### config.mk
export PLATFORM = sky130hd
export DESIGN_NAME = ll1_predictive_parser_unit
export DESIGN_NICKNAME = d
export VERILOG_FILES = /design/src/rtl/core/llp_pkg.sv /design/src/rtl/core/ll1_predictive_parser_unit.sv
export SDC_FILE = /design/constraint.sdc
export NUM_CORES = 1
export LEC_CHECK = 0
export ABC_AREA = 1
export BUFFER_PORTS_ARGS = -buffer_cell sky130_fd_sc_hd__buf_2
export CORE_MARGIN = 5
export CORE_UTILIZATION = 63
export DETAILED_ROUTE_END_ITERATION = 8
export PLACE_DENSITY = 0.79
export RECOVER_POWER = 25
export SKIP_LAST_GASP = 1
export SLEW_MARGIN = 10
export SYNTH_ARGS = -nofsm -noshare
export SYNTH_HDL_FRONTEND = slang
export SYNTH_SLANG_ARGS = --single-unit
### constraint.sdc
create_clock -name clk -period 7 [get_ports clk]
set_clock_uncertainty 0.15 [all_clocks]
set_input_delay 1.75 -clock clk [delete_from_list [all_inputs] [get_ports clk]]
set_output_delay 1.75 -clock clk [all_outputs]
set_load 0.01 [all_outputs]
### src/rtl/core/llp_pkg.sv
// llp_pkg: symbol codes, status codes and grammar tables for the ll1 parser
// no dependencies; used by the parser core and its checker
`timescale 1ns / 1ps
`default_nettype none

package llp_pkg;

  localparam int TOKEN_W  = 5;
  localparam int STATUS_W = 3;
  localparam int EXPS_W   = 6;
  localparam int SYM_W    = 6;
  localparam int PROD_W   = 5;
  localparam int LEN_W    = 3;
  localparam int BODY_MAX = 7;

  localparam logic [EXPS_W-1:0] EXPS_MAX = 6'd63;

  // result status codes
  localparam logic [STATUS_W-1:0] STATUS_MATCH    = 3'd0;
  localparam logic [STATUS_W-1:0] STATUS_ACCEPT   = 3'd1;
  localparam logic [STATUS_W-1:0] STATUS_MISMATCH = 3'd2;
  localparam logic [STATUS_W-1:0] STATUS_NO_ENTRY = 3'd3;
  localparam logic [STATUS_W-1:0] STATUS_OVERFLOW = 3'd4;

  // terminals
  localparam logic [TOKEN_W-1:0] T_EOF    = 5'd0;
  localparam logic [TOKEN_W-1:0] T_INT    = 5'd1;
  localparam logic [TOKEN_W-1:0] T_FLT    = 5'd2;
  localparam logic [TOKEN_W-1:0] T_IF     = 5'd3;
  localparam logic [TOKEN_W-1:0] T_ELSE   = 5'd4;
  localparam logic [TOKEN_W-1:0] T_WHILE  = 5'd5;
  localparam logic [TOKEN_W-1:0] T_SEMI   = 5'd6;
  localparam logic [TOKEN_W-1:0] T_COMMA  = 5'd7;
  localparam logic [TOKEN_W-1:0] T_ASSIGN = 5'd8;
  localparam logic [TOKEN_W-1:0] T_PLUS   = 5'd9;
  localparam logic [TOKEN_W-1:0] T_MINUS  = 5'd10;
  localparam logic [TOKEN_W-1:0] T_STAR   = 5'd11;
  localparam logic [TOKEN_W-1:0] T_SLASH  = 5'd12;
  localparam logic [TOKEN_W-1:0] T_LP     = 5'd13;
  localparam logic [TOKEN_W-1:0] T_RP     = 5'd14;
  localparam logic [TOKEN_W-1:0] T_ID     = 5'd15;
  localparam logic [TOKEN_W-1:0] T_NUM    = 5'd16;

  // nonterminals, top bit set
  localparam logic [SYM_W-1:0] N_PROG   = 6'd32;
  localparam logic [SYM_W-1:0] N_DECLS  = 6'd33;
  localparam logic [SYM_W-1:0] N_DECLS2 = 6'd34;
  localparam logic [SYM_W-1:0] N_DECL   = 6'd35;
  localparam logic [SYM_W-1:0] N_TYPE   = 6'd36;
  localparam logic [SYM_W-1:0] N_VARS   = 6'd37;
  localparam logic [SYM_W-1:0] N_VARS2  = 6'd38;
  localparam logic [SYM_W-1:0] N_STMTS  = 6'd39;
  localparam logic [SYM_W-1:0] N_STMTS2 = 6'd40;
  localparam logic [SYM_W-1:0] N_STMT   = 6'd41;
  localparam logic [SYM_W-1:0] N_EXPR   = 6'd42;
  localparam logic [SYM_W-1:0] N_EXPR2  = 6'd43;
  localparam logic [SYM_W-1:0] N_TERM   = 6'd44;
  localparam logic [SYM_W-1:0] N_TERM2  = 6'd45;
  localparam logic [SYM_W-1:0] N_FACT   = 6'd46;

  // productions
  localparam logic [PROD_W-1:0] P_NONE        = 5'd0;
  localparam logic [PROD_W-1:0] P_PROG        = 5'd1;
  localparam logic [PROD_W-1:0] P_DECLS       = 5'd2;
  localparam logic [PROD_W-1:0] P_DECLS2_MORE = 5'd3;
  localparam logic [PROD_W-1:0] P_DECLS2_EPS  = 5'd4;
  localparam logic [PROD_W-1:0] P_DECL        = 5'd5;
  localparam logic [PROD_W-1:0] P_TYPE_INT    = 5'd6;
  localparam logic [PROD_W-1:0] P_TYPE_FLT    = 5'd7;
  localparam logic [PROD_W-1:0] P_VARS        = 5'd8;
  localparam logic [PROD_W-1:0] P_VARS2_MORE  = 5'd9;
  localparam logic [PROD_W-1:0] P_VARS2_EPS   = 5'd10;
  localparam logic [PROD_W-1:0] P_STMTS       = 5'd11;
  localparam logic [PROD_W-1:0] P_STMTS2_MORE = 5'd12;
  localparam logic [PROD_W-1:0] P_STMTS2_EPS  = 5'd13;
  localparam logic [PROD_W-1:0] P_ASSIGN      = 5'd14;
  localparam logic [PROD_W-1:0] P_IF          = 5'd15;
  localparam logic [PROD_W-1:0] P_WHILE       = 5'd16;
  localparam logic [PROD_W-1:0] P_EXPR        = 5'd17;
  localparam logic [PROD_W-1:0] P_EXPR2_ADD   = 5'd18;
  localparam logic [PROD_W-1:0] P_EXPR2_SUB   = 5'd19;
  localparam logic [PROD_W-1:0] P_EXPR2_EPS   = 5'd20;
  localparam logic [PROD_W-1:0] P_TERM        = 5'd21;
  localparam logic [PROD_W-1:0] P_TERM2_MUL   = 5'd22;
  localparam logic [PROD_W-1:0] P_TERM2_DIV   = 5'd23;
  localparam logic [PROD_W-1:0] P_TERM2_EPS   = 5'd24;
  localparam logic [PROD_W-1:0] P_FACT_PAR    = 5'd25;
  localparam logic [PROD_W-1:0] P_FACT_ID     = 5'd26;
  localparam logic [PROD_W-1:0] P_FACT_NUM    = 5'd27;

  typedef logic [BODY_MAX-1:0][SYM_W-1:0] body_t;

  // predict table; terminals and unknown codes give no entry
  function automatic logic [PROD_W-1:0] llp_predict(input logic [SYM_W-1:0] sym,
                                                    input logic [TOKEN_W-1:0] tok);
    logic [PROD_W-1:0] p;
    p = P_NONE;
    case (sym)
      N_PROG:   if (tok == T_INT || tok == T_FLT) p = P_PROG;
      N_DECLS:  if (tok == T_INT || tok == T_FLT) p = P_DECLS;
      N_DECLS2: begin
        case (tok) inside
          T_INT, T_FLT:        p = P_DECLS2_MORE;
          T_IF, T_WHILE, T_ID: p = P_DECLS2_EPS;
          default:             p = P_NONE;
        endcase
      end
      N_DECL:   if (tok == T_INT || tok == T_FLT) p = P_DECL;
      N_TYPE: begin
        case (tok)
          T_INT:   p = P_TYPE_INT;
          T_FLT:   p = P_TYPE_FLT;
          default: p = P_NONE;
        endcase
      end
      N_VARS:   if (tok == T_ID) p = P_VARS;
      N_VARS2: begin
        case (tok)
          T_SEMI:  p = P_VARS2_EPS;
          T_COMMA: p = P_VARS2_MORE;
          default: p = P_NONE;
        endcase
      end
      N_STMTS:  if (tok == T_IF || tok == T_WHILE || tok == T_ID) p = P_STMTS;
      N_STMTS2: begin
        case (tok) inside
          T_EOF, T_ELSE:       p = P_STMTS2_EPS;
          T_IF, T_WHILE, T_ID: p = P_STMTS2_MORE;
          default:             p = P_NONE;
        endcase
      end
      N_STMT: begin
        case (tok)
          T_IF:    p = P_IF;
          T_WHILE: p = P_WHILE;
          T_ID:    p = P_ASSIGN;
          default: p = P_NONE;
        endcase
      end
      N_EXPR:   if (tok == T_LP || tok == T_ID || tok == T_NUM) p = P_EXPR;
      N_EXPR2: begin
        case (tok) inside
          T_SEMI, T_RP: p = P_EXPR2_EPS;
          T_PLUS:       p = P_EXPR2_ADD;
          T_MINUS:      p = P_EXPR2_SUB;
          default:      p = P_NONE;
        endcase
      end
      N_TERM:   if (tok == T_LP || tok == T_ID || tok == T_NUM) p = P_TERM;
      N_TERM2: begin
        case (tok) inside
          T_SEMI, T_PLUS, T_MINUS, T_RP: p = P_TERM2_EPS;
          T_STAR:                        p = P_TERM2_MUL;
          T_SLASH:                       p = P_TERM2_DIV;
          default:                       p = P_NONE;
        endcase
      end
      N_FACT: begin
        case (tok)
          T_LP:    p = P_FACT_PAR;
          T_ID:    p = P_FACT_ID;
          T_NUM:   p = P_FACT_NUM;
          default: p = P_NONE;
        endcase
      end
      default: p = P_NONE;
    endcase
    return p;
  endfunction

  function automatic logic [LEN_W-1:0] llp_body_len(input logic [PROD_W-1:0] prod);
    logic [LEN_W-1:0] n;
    case (prod) inside
      P_PROG, P_DECLS, P_DECLS2_MORE, P_VARS, P_STMTS, P_STMTS2_MORE,
      P_EXPR, P_TERM:                                    n = 3'd2;
      P_DECL, P_VARS2_MORE, P_EXPR2_ADD, P_EXPR2_SUB,
      P_TERM2_MUL, P_TERM2_DIV, P_FACT_PAR:              n = 3'd3;
      P_TYPE_INT, P_TYPE_FLT, P_FACT_ID, P_FACT_NUM:     n = 3'd1;
      P_ASSIGN:                                          n = 3'd4;
      P_IF:                                              n = 3'd7;
      P_WHILE:                                           n = 3'd5;
      default:                                           n = 3'd0;
    endcase
    return n;
  endfunction

  function automatic body_t llp_body(input logic [PROD_W-1:0] prod);
    body_t b;
    b = '0;
    case (prod)
      P_PROG: begin
        b[0] = N_DECLS;  b[1] = N_STMTS;
      end
      P_DECLS, P_DECLS2_MORE: begin
        b[0] = N_DECL;   b[1] = N_DECLS2;
      end
      P_DECL: begin
        b[0] = N_TYPE;   b[1] = N_VARS;    b[2] = {1'b0, T_SEMI};
      end
      P_TYPE_INT: b[0] = {1'b0, T_INT};
      P_TYPE_FLT: b[0] = {1'b0, T_FLT};
      P_VARS: begin
        b[0] = {1'b0, T_ID};    b[1] = N_VARS2;
      end
      P_VARS2_MORE: begin
        b[0] = {1'b0, T_COMMA}; b[1] = {1'b0, T_ID}; b[2] = N_VARS2;
      end
      P_STMTS, P_STMTS2_MORE: begin
        b[0] = N_STMT;   b[1] = N_STMTS2;
      end
      P_ASSIGN: begin
        b[0] = {1'b0, T_ID}; b[1] = {1'b0, T_ASSIGN}; b[2] = N_EXPR; b[3] = {1'b0, T_SEMI};
      end
      P_IF: begin
        b[0] = {1'b0, T_IF};   b[1] = {1'b0, T_LP}; b[2] = N_EXPR; b[3] = {1'b0, T_RP};
        b[4] = N_STMTS;        b[5] = {1'b0, T_ELSE}; b[6] = N_STMTS;
      end
      P_WHILE: begin
        b[0] = {1'b0, T_WHILE}; b[1] = {1'b0, T_LP}; b[2] = N_EXPR; b[3] = {1'b0, T_RP};
        b[4] = N_STMTS;
      end
      P_EXPR: begin
        b[0] = N_TERM;   b[1] = N_EXPR2;
      end
      P_EXPR2_ADD: begin
        b[0] = {1'b0, T_PLUS};  b[1] = N_TERM; b[2] = N_EXPR2;
      end
      P_EXPR2_SUB: begin
        b[0] = {1'b0, T_MINUS}; b[1] = N_TERM; b[2] = N_EXPR2;
      end
      P_TERM: begin
        b[0] = N_FACT;   b[1] = N_TERM2;
      end
      P_TERM2_MUL: begin
        b[0] = {1'b0, T_STAR};  b[1] = N_FACT; b[2] = N_TERM2;
      end
      P_TERM2_DIV: begin
        b[0] = {1'b0, T_SLASH}; b[1] = N_FACT; b[2] = N_TERM2;
      end
      P_FACT_PAR: begin
        b[0] = {1'b0, T_LP};    b[1] = N_EXPR; b[2] = {1'b0, T_RP};
      end
      P_FACT_ID:  b[0] = {1'b0, T_ID};
      P_FACT_NUM: b[0] = {1'b0, T_NUM};
      default:    b = '0;
    endcase
    return b;
  endfunction

endpackage

`default_nettype wire

### src/rtl/core/ll1_predictive_parser_unit.sv
// ll1_predictive_parser_unit: table-driven ll(1) parser, one token per input word
// depends on llp_pkg for symbol codes and the predict and production tables
`timescale 1ns / 1ps
`default_nettype none

// Takes one token per input word and returns one result word with the parse status and
// the number of productions applied for it. The symbol stack lives in a memory with
// separate read and write ports, and the sequencer does one stack access per cycle:
// a pop is a read state, then an evaluate state against the predict table, and each
// pushed symbol is a push state. A fresh parse first reloads the stack with the end
// marker and start symbol; the next token is taken only once the current one is done.
// The input is stalled while a token is being worked on; a finished result waits in
// the output register while the next token is accepted. After accept or any error the
// next token starts a new parse.
module ll1_predictive_parser_unit #(
  parameter int STACK_DEPTH = 64
) (
  input  logic                          clk,
  input  logic                          rst,
  input  logic                          in_valid,
  output logic                          in_stall,
  input  logic [llp_pkg::TOKEN_W-1:0]   token_code,
  output logic                          out_valid,
  input  logic                          out_stall,
  output logic [llp_pkg::STATUS_W-1:0]  status,
  output logic [llp_pkg::EXPS_W-1:0]    expansions
);
  import llp_pkg::*;

  localparam int AW    = $clog2(STACK_DEPTH);
  localparam int TOP_W = $clog2(STACK_DEPTH + 1);

  typedef enum logic [5:0] {
    ST_IDLE = 6'b000001,
    ST_LOAD = 6'b000010,
    ST_READ = 6'b000100,
    ST_EVAL = 6'b001000,
    ST_PUSH = 6'b010000,
    ST_DONE = 6'b100000
  } state_t;

  state_t               state;
  logic                 fresh;
  logic [TOP_W-1:0]     top;
  logic [TOKEN_W-1:0]   tok;
  logic [EXPS_W-1:0]    exps;
  logic [STATUS_W-1:0]  outcome;
  logic [PROD_W-1:0]    prod;
  logic [LEN_W-1:0]     push_left;

  logic [SYM_W-1:0]     stack_mem [STACK_DEPTH];
  logic [SYM_W-1:0]     rd_data;
  logic                 wr_en;
  logic [AW-1:0]        wr_addr;
  logic [SYM_W-1:0]     wr_data;
  logic                 rd_en;
  logic [AW-1:0]        rd_addr;

  logic                 in_take;
  logic                 out_free;
  logic [PROD_W-1:0]    prod_sel;
  logic [LEN_W-1:0]     len_sel;
  logic                 fits;
  logic [TOP_W-1:0]     top_dec;
  body_t                body;
  logic [LEN_W-1:0]     body_idx;

  assign in_stall = rst || (state != ST_IDLE);
  assign in_take  = in_valid && !in_stall;
  assign out_free = !out_valid || !out_stall;

  assign prod_sel = llp_predict(rd_data, tok);
  assign len_sel  = llp_body_len(prod_sel);
  assign fits     = ({1'b0, top} + (TOP_W + 1)'(len_sel)) <= (TOP_W + 1)'(STACK_DEPTH);
  assign top_dec  = top - 1'b1;
  assign body     = llp_body(prod);
  assign body_idx = push_left - 1'b1;

  // stack port control
  always_comb begin
    wr_en   = 1'b0;
    wr_addr = '0;
    wr_data = '0;
    rd_en   = 1'b0;
    rd_addr = top_dec[AW-1:0];
    unique case (state)
      ST_IDLE: begin
        wr_en   = in_take && fresh;
        wr_data = {1'b0, T_EOF};
      end
      ST_LOAD: begin
        wr_en   = 1'b1;
        wr_addr = AW'(1);
        wr_data = N_PROG;
      end
      ST_PUSH: begin
        wr_en   = 1'b1;
        wr_addr = top[AW-1:0];
        wr_data = body[body_idx];
      end
      ST_READ: rd_en = (top != '0);
      ST_EVAL, ST_DONE: begin
        wr_en = 1'b0;
      end
      default: begin
        wr_en = 1'b0;
      end
    endcase
  end

  always_ff @(posedge clk) begin
    if (wr_en) begin
      stack_mem[wr_addr] <= wr_data;
    end
    if (rd_en) begin
      rd_data <= stack_mem[rd_addr];
    end
  end

  // sequencer
  always_ff @(posedge clk) begin
    if (rst) begin
      state     <= ST_IDLE;
      fresh     <= 1'b1;
      top       <= '0;
      out_valid <= 1'b0;
    end else begin
      if ((state == ST_DONE) && out_free) begin
        out_valid <= 1'b1;
      end else if (out_valid && !out_stall) begin
        out_valid <= 1'b0;
      end
      unique case (state)
        ST_IDLE: begin
          if (in_take) begin
            tok   <= token_code;
            exps  <= '0;
            state <= fresh ? ST_LOAD : ST_READ;
          end
        end
        ST_LOAD: begin
          top   <= TOP_W'(2);
          fresh <= 1'b0;
          state <= ST_READ;
        end
        ST_READ: begin
          if (top == '0) begin
            outcome <= STATUS_NO_ENTRY;
            state   <= ST_DONE;
          end else begin
            top   <= top_dec;
            state <= ST_EVAL;
          end
        end
        ST_EVAL: begin
          if (!rd_data[SYM_W-1]) begin
            if (rd_data[TOKEN_W-1:0] != tok) begin
              outcome <= STATUS_MISMATCH;
            end else if (tok == T_EOF) begin
              outcome <= STATUS_ACCEPT;
            end else begin
              outcome <= STATUS_MATCH;
            end
            state <= ST_DONE;
          end else if (prod_sel == P_NONE) begin
            outcome <= STATUS_NO_ENTRY;
            state   <= ST_DONE;
          end else begin
            if (exps != EXPS_MAX) begin
              exps <= exps + 1'b1;
            end
            if (!fits) begin
              outcome <= STATUS_OVERFLOW;
              state   <= ST_DONE;
            end else begin
              prod      <= prod_sel;
              push_left <= len_sel;
              state     <= (len_sel == '0) ? ST_READ : ST_PUSH;
            end
          end
        end
        ST_PUSH: begin
          top       <= top + 1'b1;
          push_left <= body_idx;
          if (push_left == LEN_W'(1)) begin
            state <= ST_READ;
          end
        end
        ST_DONE: begin
          if (out_free) begin
            status     <= outcome;
            expansions <= exps;
            if (outcome != STATUS_MATCH) begin
              fresh <= 1'b1;
            end
            state <= ST_IDLE;
          end
        end
        default: state <= ST_IDLE;
      endcase
    end
  end

endmodule

`default_nettype wire

* Yosys cells after proc, flatten, opt, wreduce, memory -nomap -nowiden
Memories as Yosys holds them, arrays and structs flattened. A register that Yosys moved wholly into a read port is not among the register bits.
Index checks and enable logic that the tools add are counted.
** Word-level totals
- Flip-flop bits (word level) :: 46
- Bits in latches :: 0
- RAM bits :: 384
- Memory bits (read-only) :: 0
- Input port bits :: 9
- Output and inout bits :: 11
- Logic and storage cells :: 242
- Memories :: 1
** Memories
- stack_mem :: depth 64, bits a word 6, read ports 1, clocked after Yosys merged registers in 1, write ports 1, line ll1_predictive_parser_unit.sv:51 : logic [SYM_W-1:0] stack_mem [STACK_DEPTH];
** Cells by class
- Add/subtract/negate cells :: 5
- $mul :: 0
- Div/mod/pow operators :: 0
- $lt $le $gt $ge :: 2
- Eq/ne operators :: 95
- Shift operators :: 0
- Mux-type cells :: 75
- Bitwise gates (word level) :: 2
- Reductions and logical operators :: 51
** Operators by type and width (number)
- one-hot mux 6 bit (18 select lines) :: 1
- == test 5 bit, second input constant :: 21
- == test 6 bit, second input constant :: 16
- == test 5 x 4 -> 1 bit, second input constant :: 19
- 2-to-1 mux 6 bit :: 13
- one-hot mux 6 bit (13 select lines) :: 1
- one-hot mux 5 bit (15 select lines) :: 1
- one-hot mux 6 bit (6 select lines) :: 2
- == test 5 x 3 -> 1 bit, second input constant :: 10
- 2-to-1 mux 5 bit :: 10
- 2-to-1 mux 3 bit :: 16
- one-hot mux 6 bit (2 select lines) :: 3
- == test 5 x 2 -> 1 bit, second input constant :: 6
- one-hot mux 5 bit (3 select lines) :: 2
- one-hot mux 7 bit (3 select lines) :: 1
- binary-select mux 6 bit (select 3 bit) :: 1
- inequality test 2 bit, second input constant :: 9
- one-hot mux 3 bit (2 select lines) :: 3
- OR reduction 2 bit :: 9
- 2-to-1 mux 4 bit :: 4
- one-hot mux 4 bit (2 select lines) :: 2
- == test 5 x 1 -> 1 bit, second input constant :: 3
- 2-to-1 mux 12 bit :: 1
- AND reduction 3 bit :: 4
- 40 further kinds :: 72

* Logic depth before layout (Yosys ltp)
Gate-level depths: netlist (run 1).
- Depth after elaboration :: 18
- Depth in mapped cells :: 29

* Worst setup path after synthesis (run 1)
No wires, ideal clock.
- Kind :: flip-flop to flip-flop
- Start :: register state[0]
- End :: memory stack_mem[0][4], data pin
- Setup time :: 864 ps
- Data arrival time :: 4870 ps
- Data required time :: 5986 ps
- Path slack :: 1116 ps
- Cell stages (with the launch flop) :: 12
- Period minus slack after synthesis :: 5884 ps
- Cell sequence :: dfxtp_1 -> nor2_1 -> inv_2 -> nor2_1 -> inv_2 -> nor3_4 -> inv_2 -> buf_4 -> buf_6 -> nor2_2 -> inv_1 -> nor4_1
** On the way
- Word-level cells in the longest chain between the ends :: 2
- Elaborated cells between the ends (all ways) :: 3
** Ends and longest elaborated chain
- start, declared :: line ll1_predictive_parser_unit.sv:42 : state_t state;
- start signal, assigned :: line ll1_predictive_parser_unit.sv:138 : state <= fresh ? ST_LOAD : ST_READ;
- start signal, assigned :: line ll1_predictive_parser_unit.sv:178 : state <= (len_sel == '0) ? ST_READ : ST_PUSH;
- == test 6 x 5 -> 1 bit / == test 6 x 2 -> 1 bit (equally long branches) :: line ll1_predictive_parser_unit.sv:86 : unique case (state)
- one-hot mux 6 bit (2 select lines) (*) :: line ll1_predictive_parser_unit.sv:86
- via wr_data[4] :: line ll1_predictive_parser_unit.sv:55 : logic [SYM_W-1:0] wr_data;
- end, declared :: line ll1_predictive_parser_unit.sv:51
The timed path passes the listed nets; every way through them passes the cells marked *.

* Worst setup path in the final report (run 1)
- Start :: register state[3]
- End :: memory stack_mem[28][4], data pin
Same word-level chain as after synthesis.

==> impl_metrics.toml, run 1 <==
[drt]
vias_per_cell = 6.43
detail-route-antenna-nets = 0
drt-pass1-iter-count = 6
wl_per_cell_um = 22.0
vias = 13400
drc_errors = 0
routed_wl_mm = 45.9
drt_iter0_drc = 1886

[cells_and_area]
final_cell_mix = "421 x edfxtp_1, 365 x nor2_1, 147 x o21ai_0, 125 x nand2_1, 78 x inv_1"
utilization_pct = 69.0
synthToLayoutAreaGrowth_pct = 8.61
drive_above_1_share_pct = 7.75
layout_commonest_cell = "edfxtp_1"
nNetsFinal = 1676
seqCellArea_um2 = 12900
nFillCells = 2074
multiInputGateArea_um2 = 5690
final_cells = 2086
antenna_cells = 0

[clock_network]
cts_setup_buffers = 0
htreeDepth = 2
cts_max_path_buffers = 3
cts_buffers = 43
ctsResizeCount = 0
clock_sinks = 436
cts-root-buf = "clkbuf_16"
clkTransAtPathRegs_ns = 0.06
cts_hold_buf = 0
cts_tree = "yes"
clkLatencyLatePin_ns = 0.56

[placed_design]
place_inst = 2009
gp_congestion = 0.922
hpwl_mm = 27.9
io_buffers = 19

[grt]
overflow = 0
grt_max_degree = 119
antenna_found_initial = 0
grt.total_usage_pct = 26.9
grt_pass1_wl_mm = 72.3
grt_pass1_vias = 13000

[yosys]
synthCells = 1669
syn-cell-area_um2 = 19400
ys_ff_latch = 436
ys_types = 53
yosys_warnings = 0
synth_nets = 1687
synth-seq-area-share_pct = 66.8
synth.avg_cell_area_um2 = 11.6

[status]
failed_checks = "max-capacitance violations"
outcome = "complete, but fails checks"

[worst_setup_path]
regToRegStartpoint = "state[3]"
cp.required_ns = 6.97
timing.rr.end = "stack_mem[28][4]"
criticalPathCategory = "flip-flop to flip-flop"
startpoint = "state[3]"
crit_path_max_fanout = 64
rrSetupSlack_ns = 1.94
worst_setup_path_end_kind = "flip-flop"
critPathLaunchType = "flip-flop"
worstRegToRegCells = 10
cp.arrival_ns = 5.03

[floorplan]
die_h_um = 185
dieArea_um2 = 34400
rows = 64
core_um2 = 30500
fp.dieW_um = 185
pin_count = 20
start_util_pct = 63.5

[timing]
rsz0062_at_grt = "false"
period_needed_ns = 5.06
worst_slew_pin_slew_ns = 1.48
tns_ns = 0
fmax_ghz = 0.197
slew_headroom_pct = 1.11
final-setup-viol-count = 0
final_hold_viol_count = 0
finalCritPeriodShare_pct = 72.3
drv_slew = 0

[power]
power_mw = 5.27
leakagePower_nw = 7.22
power_per_cell_area_nw_per_um2 = 250
peakVddDrop_v = 0.000246

[min_path]
whs_endpoint = "status[0]"
hold_class = "flip-flop to flip-flop"
hold_depth = 0
min-delay-start = "outcome[0]"

[run]
cap_violations = 1
## logic make-up (layout without fill, tap and decap cells)
kind of cell	count (synthesis)	in the layout	share of synthesized area, %
fa+ha+maj	9	9	0.620
compound gates	360	360	12.3
mux	41	41	2.12
xor+xnor	6	6	0.368
flops	436	436	66.8
simple gates	630	630	14.0
buf+inv	187	208	3.81
## power breakdown
group          switching (mW)  internal (mW)
logic                   0.132         0.0428
registers             0.00964           2.84
clock network           0.950           1.29
## cell usage after synthesis, drive strengths merged
master  instances  share of area (%)
a211oi          3               0.12
a21oi          37               0.98
a221oi          3               0.14
a22oi           1              0.039
a31oi           4               0.16
a32oi           1              0.045
and2            1              0.032
buf            29               0.75
clkbuf         59                1.1
clkinv          2              0.039
dfxtp          15                1.5
edfxtp        421                 65
fa              1               0.10
ha              8               0.52
inv            97                1.9
mux2i          41                2.1
nand2         130                2.6
nand3          69                2.0
nand3b          3               0.12
nand4          10               0.32
nor2          374                7.5
nor3           31               0.86
nor3b           1              0.039
nor4           10               0.43
o211a           1              0.052
o211ai         53                2.1
o21a            2              0.077
o21ai         152                4.0
o221ai         43                1.9
o22ai           3              0.097
o32ai          55                2.5
o41ai           2              0.090
or2             1              0.032
xnor2           2               0.19
xor2            4               0.18
## per-layer routing
layer  global-route usage, %  wire length [um]  vias up
li1                        -                 -     6120
met1                    37.3             18300     6493
met2                    44.0             22100      693
met3                    4.89              4060      112
met4                    8.54              1420        0
met5                       0                 0        -
## worst max path at each step
stage / slack, ns / end / cells past startpoint
6_report: 1.94 / stack_mem[28][4] / 10
2_1_floorplan: 1.12 / stack_mem[0][4] / 11
5_1_grt: 1.52 / stack_mem[25][4] / 10
4_1_cts: 2.46 / prod[4] / 25
3_5_place_dp: 2.50 / prod[3] / 25
3_3_place_gp: 2.54 / prod[2] / 25
## final cells by class
type | instances | share of cell area [%]
Clock buffer | 54 | 5.55
Timing Repair Buffer | 32 | 0.815
Sequential cell | 436 | 61.5
Multi-Input combinational cell | 1046 | 27.0
Inverter | 99 | 1.78
Tap cell | 396 | 2.35
Clock inverter | 23 | 0.969
## metrics by stage
stage          hold slack, ns  setup slack, ns  cell area, um^2
6_report                0.279             1.94            21000
5_1_grt                 0.305             1.52            21000
4_1_cts                 0.285             2.46            21100
3_5_place_dp            0.284             2.50            19800
3_3_place_gp            0.283             2.54            19800
2_1_floorplan           0.276             1.12            19400
## worst max-delay path: stages, from the launching register on
cell      delay (ns)
dfxtp_1         0.34
nor2_1          0.16
inv_1           0.08
nor2_1          0.14
clkinv_1        0.08
nor3_1          0.98
inv_1           0.71
nor2_1          0.42
inv_1           0.16
nor4_1          0.23
clkbuf_2        1.15
## registers in the layout (all words and copies together), names as in the netlist
| register | count |
|---|---|
| top | 7 |
| push_left | 3 |
| fresh | 1 |
| out_valid | 1 |
| exps | 6 |
| expansions | 6 |
| outcome | 3 |
| status | 3 |
| prod | 5 |
| stack_mem | 384 |
| rd_data | 6 |
| tok | 5 |
| state | 6 |
Power figures use the tool's default switching activity.
==> run 2: changes to the inputs <==
Clock period 7 ns to 4.8 ns, I/O delays scaled along.
==> impl_metrics.toml, run 2 (synthesized netlist as in run 1, its figures left out) <==
[worst_setup_path]
crit_top_cell = "nor2_1"
worstRegToRegCells = 10
criticalPathCategory = "flip-flop to flip-flop"
regToRegStartpoint = "state[0]"
cp.arrival_ns = 4.68
crit_path_max_fanout = 48
cp_cell_sequence = "nor2_1 > clkinv_1 > nor2_1 > clkinv_1 > nor3_1 > inv_2 > nor2_1 > o211ai_1 > nand2_1 > buf_4"
cp_num_buf_inv = 4
worst_path_max_delay_cell = "nor3_1"
worst_setup_path_end_kind = "flip-flop"
critPathLaunchType = "flip-flop"
rrSetupSlack_ns = 0.23
cp.required_ns = 4.90
timing.rr.end = "stack_mem[22][2]"
max_stage_delay_ns = 1.01
cp_top_family = "simple AND/OR/NAND/NOR gates"

[status]
outcome = "complete, but fails checks"
failed_checks = "max-capacitance violations, max-slew violations"

[grt]
grt_pass1_vias = 13100
grt.total_usage_pct = 27.2
antenna_found_initial = 0
overflow = 0
grt_max_degree = 157
grt_pass1_wl_mm = 72.8

[timing]
fmax_ghz = 0.219
finalCritPeriodShare_pct = 95.2
rsz0062_at_grt = "false"
slew_headroom_pct = -4.13
tns_ns = 0
worst_slew_pin_slew_ns = 1.55
final-setup-viol-count = 0
period_needed_ns = 4.57
final_hold_viol_count = 0
drv_slew = 11

[min_path]
min-delay-start = "exps[5]"
whs_endpoint = "expansions[5]"
hold_depth = 0
hold_class = "flip-flop to flip-flop"

[power]
leakagePower_nw = 7.22
power_per_cell_area_nw_per_um2 = 355
peakVddDrop_v = 0.000347

[floorplan]
rows = 64
dieArea_um2 = 34400
fp.dieW_um = 185
pin_count = 20
core_um2 = 30500
die_h_um = 185
start_util_pct = 63.5

[clock_network]
cts_buffers = 42
clkTransAtPathRegs_ns = 0.07
htreeDepth = 2
clkLatencyLatePin_ns = 0.54
clock_sinks = 436
cts_hold_buf = 0
cts_tree = "yes"
cts-root-buf = "clkbuf_16"
cts_max_path_buffers = 3
cts_setup_buffers = 0

[run]
cap_violations = 1

[cells_and_area]
reg_top3 = "stack_mem x384, top x7"
nFillCells = 2105
drive_above_1_share_pct = 8.07
antenna_cells = 0
synthToLayoutAreaGrowth_pct = 8.52
stdcell_area_um2 = 21000
layout_commonest_cell = "edfxtp_1"
largest_reg_flops = 384
nNetsFinal = 1684
final_cell_mix = "421 x edfxtp_1, 360 x nor2_1, 149 x o21ai_0, 124 x nand2_1, 78 x inv_1"
largest-register = "stack_mem"

[drt]
drt-pass1-iter-count = 6
wl_per_cell_um = 22.2
routed_wl_mm = 46.6
vias_per_cell = 6.41
detail-route-antenna-nets = 0
drc_errors = 0
vias = 13400
drt_iter0_drc = 1732

[placed_design]
gp_congestion = 0.938
dpl-instance-area_um2 = 19900
hpwl_mm = 29.2
io_buffers = 19
## run 2: changes by cell type in the layout (fill, tap and decap cells not counted), moves of 3 or more
cell,previous run,this run
buf_2,8,4
buf_4,10,16
nor2_1,365,360
clkbuf_8,3,0
nor2_2,7,10
clkbuf_1,18,26
## run 2: cell type report
cell class / count / area, um^2 / area share (%)
clock buffer: 52 / 1110 / 5.28
clock inverter: 24 / 140 / 0.666
inverter: 99 / 374 / 1.78
multi-input combinational: 1046 / 5700 / 27.1
sequential: 436 / 12900 / 61.6
tap: 396 / 495 / 2.36
timing repair buffer: 41 / 256 / 1.22
## run 2: how the worst max path moves through the flow
| stage | cells past startpoint | startpoint | endpoint | slack, ns |
|---|---|---|---|---|
| after CTS | 23 | tok[4] | prod[0] | 0.39 |
| after global placement | 23 | tok[4] | prod[2] | 0.44 |
| after floorplan | 11 | state[0] | stack_mem[0][4] | 0.61 |
| after global routing | 10 | state[0] | stack_mem[36][2] | 0.04 |
| after detailed placement | 25 | tok[3] | prod[3] | 0.41 |
| final | 10 | state[0] | stack_mem[22][2] | 0.23 |
## run 2: power by group
group	switching, mW	internal, mW
registers	0.0132	4.14
clock network	1.37	1.69
logic	0.189	0.0665
total	1.57	5.90
## run 2: worst reg2reg max path: cells and delay by family, from the launching register on
family,cells,cell delay [ns]
buffers and inverters,4,1.27
AOI/OAI and AO/OA,1,0.14
DFF,1,0.33
and+or+nand+nor,5,2.38
## run 2: what timing repair did
action                                 4_1_cts  5_1_grt
resized for setup                            0        2
setup endpoints to repair                    0        8
endpoints found under the hold margin        0        0
## run 2: routing by layer
layer,GRT usage [%],part of all wire (%)
met5,0,0
met4,11.2,4.4
met3,4.38,9.5
met2,44.8,48
met1,36.5,38
## run 2: stage by stage
| step | hold WS (ns) | setup slack, ns | utilization [%] | power, mW | std cells |
|---|---|---|---|---|---|
| floorplan | 0.276 | 0.614 | - | 4.39 | 1669 |
| global placement | 0.284 | 0.445 | 65.1 | 4.47 | 2018 |
| detailed placement | 0.301 | 0.410 | 65.1 | 4.48 | 2018 |
| CTS | 0.316 | 0.391 | 69.2 | 7.48 | 2094 |
| global route | 0.333 | 0.0438 | 68.9 | 7.68 | 2094 |
| finish | 0.310 | 0.229 | 68.9 | 7.47 | 2094 |
==> run 3: changes to the inputs <==
Settings changed: ABC_AREA 1 to unset.
==> impl_metrics.toml, run 3 <==
[yosys]
syn-cell-area_um2 = 18900
yosys-top-cells-count = "421 x edfxtp_1, 126 x mux4_2, 121 x nor2_1"
yosysMostFrequentCell = "edfxtp_1"
ys_types = 75
synthCells = 1108
synthFlopType = "edfxtp_1"
synthArstFlopShare_pct = 0
synth-edff-count = 421
synth_nets = 1126
synth-seq-area-share_pct = 68.3
yosys-top-cells-area = "edfxtp_1 67%, mux4_2 15%, nor2_1 2.4%"
synth.avg_cell_area_um2 = 17.1
yosysTopAreaCellShare_pct = 66.8
yosys_warnings = 0
ys_ff_latch = 436
synth_top_cell_by_area = "edfxtp_1"

[grt]
grt_pass1_vias = 10400
antenna_found_initial = 0
grt_pass1_wl_mm = 64.0
grt_max_degree = 65
grt.total_usage_pct = 25.0
overflow = 0

[timing]
slew_headroom_pct = 34.7
finalCritPeriodShare_pct = 96.8
fin_ws_ns = 0.153
tns_ns = 0
hold_ws_ns = 0.306
fmax_ghz = 0.215
worst_slew_pin_slew_ns = 0.979
final-setup-viol-count = 0
rsz0062_at_grt = "true"
period_needed_ns = 4.65
final_hold_viol_count = 0
drv_slew = 0

[run]
cap_violations = 0

[floorplan]
fp.dieW_um = 183
die_h_um = 183
rows = 63
pin_count = 20
start_util_pct = 63.9
dieArea_um2 = 33600
core_um2 = 29600

[clock_network]
clkLatencyLatePin_ns = 0.54
clock_sinks = 436
htreeDepth = 2
clkTransAtPathRegs_ns = 0.06
cts_hold_buf = 0
cts_buffers = 42
cts_tree = "yes"
cts_max_path_buffers = 3
cts-root-buf = "clkbuf_16"

[drt]
drt-pass1-iter-count = 7
vias = 10500
wl_met2_mm = 20.5
detail-route-antenna-nets = 0
route.layer.met1.wl_mm = 16.5
drt_iter0_drc = 1157
routed_wl_mm = 41.3
met3_length_mm = 3.30
drc_errors = 0
routed.top_layer = "met4"
wl_per_cell_um = 26.1
vias_per_cell = 6.68

[worst_setup_path]
crit_path_max_fanout = 8
cp.arrival_ns = 4.75
critPathLaunchType = "flip-flop"
worst_setup_path_end_kind = "flip-flop"
cp.required_ns = 4.90
worstRegToRegCells = 18
criticalPathCategory = "flip-flop to flip-flop"

[placed_design]
io_buffers = 19
dpl-instance-area_um2 = 19600
gp_congestion = 0.882
hpwl_mm = 26.3
place_ws_ns = 0.104

[power]
power_mw = 7.68
leakagePower_nw = 6.20
peakVddDrop_v = 0.000408
power_per_cell_area_nw_per_um2 = 362

[cells_and_area]
final_cell_mix = "421 x edfxtp_1, 126 x mux4_2, 120 x nor2_1, 47 x buf_4, 43 x clkbuf_16"
largest-register = "stack_mem"
synthToLayoutAreaGrowth_pct = 12.0
nNetsFinal = 1173
antenna_cells = 0
largest_reg_flops = 384
stdcell_area_um2 = 21200
layout_commonest_cell = "edfxtp_1"
drive_above_1_share_pct = 25.6
reg_top3 = "stack_mem x384, top x7"

[min_path]
hold_class = "flip-flop to flip-flop"
hold_depth = 0

[status]
outcome = "finished clean"
-- run 3: cell types whose count changed after synthesis, sizes merged, moves of 49 or more --
cell   previous run  this run
mux4              0       126
inv              97        17
o21ai           152        31
nor2            374       121
nand3            69        20
nand2           130        28
o32ai            55         0
-- run 3: what timing repair did --
| item | CTS | global route |
|---|---|---|
| resized for setup | 0 | 21 |
| setup buffers | 0 | 14 |
| endpoints found under the setup margin | 0 | 12 |
-- run 3: kinds of logic after synthesis --
kind of cell	Yosys count	share of synthesized area (%)
and+or+nand+nor	286	7.72
adders and majority gates	9	0.634
buffers and inverters	85	1.87
xor gates and xnor gates	24	1.11
muxes	131	15.3
AOI/OAI and AO/OA	137	5.07
DFF	436	68.3
-- run 3: through the flow --
step,util [%],std cells
after detailed placement,66.3,1487
after floorplan,-,1108
final,71.6,1579
after global placement,66.3,1487
after global routing,71.6,1579
after CTS,70.9,1565
-- run 3: layout make-up --
| type | instances | area [um^2] |
|---|---|---|
| flip-flops and latches | 436 | 12900 |
| fillers | 1827 | 8420 |
| multi-input cells | 587 | 5800 |
| clock buffers | 51 | 1110 |
| repair buffers | 71 | 531 |
| well taps | 390 | 488 |
| clock inverters | 27 | 283 |
| inverters | 17 | 63.8 |
-- run 3: critical path: stages, from the launching register on --
cell and delay [ns]:
edfxtp_1 0.53, buf_4 0.23, nand2b_1 0.20, or3_1 0.38
a31oi_2 0.31, or4_1 0.19, nor2b_1 0.05, o22a_1 0.16
or4_4 0.45, ha_1 0.21, inv_1 0.07, fa_2 0.21
xor2_1 0.16, nand3b_1 0.09, o211ai_1 0.25, o21a_1 0.16
o311ai_0 0.12, or2_2 0.34, inv_2 0.12
-- run 3: power by group --
group / internal [mW] / switching [mW]
combinational: 0.0904 / 0.121
sequential: 4.13 / 0.0161
clock: 1.93 / 1.39
total: 6.15 / 1.53
-- run 3: path summary, 6_finish.rpt --
kind / startpoint / to / slack [ns]
max: tok[3] / prod[1] / 0.15
min: outcome[2] / status[2] / 0.31
max reg2reg: tok[3] / prod[1] / 0.15
min reg2reg: outcome[2] / status[2] / 0.31
-- run 3: routing by layer --
metal / global-route usage [%] / vias to the layer above
met5: 0 / -
met4: 6.14 / 0
met3: 4.26 / 75
met2: 40.7 / 529
met1: 36.4 / 5361
li1: - / 4581
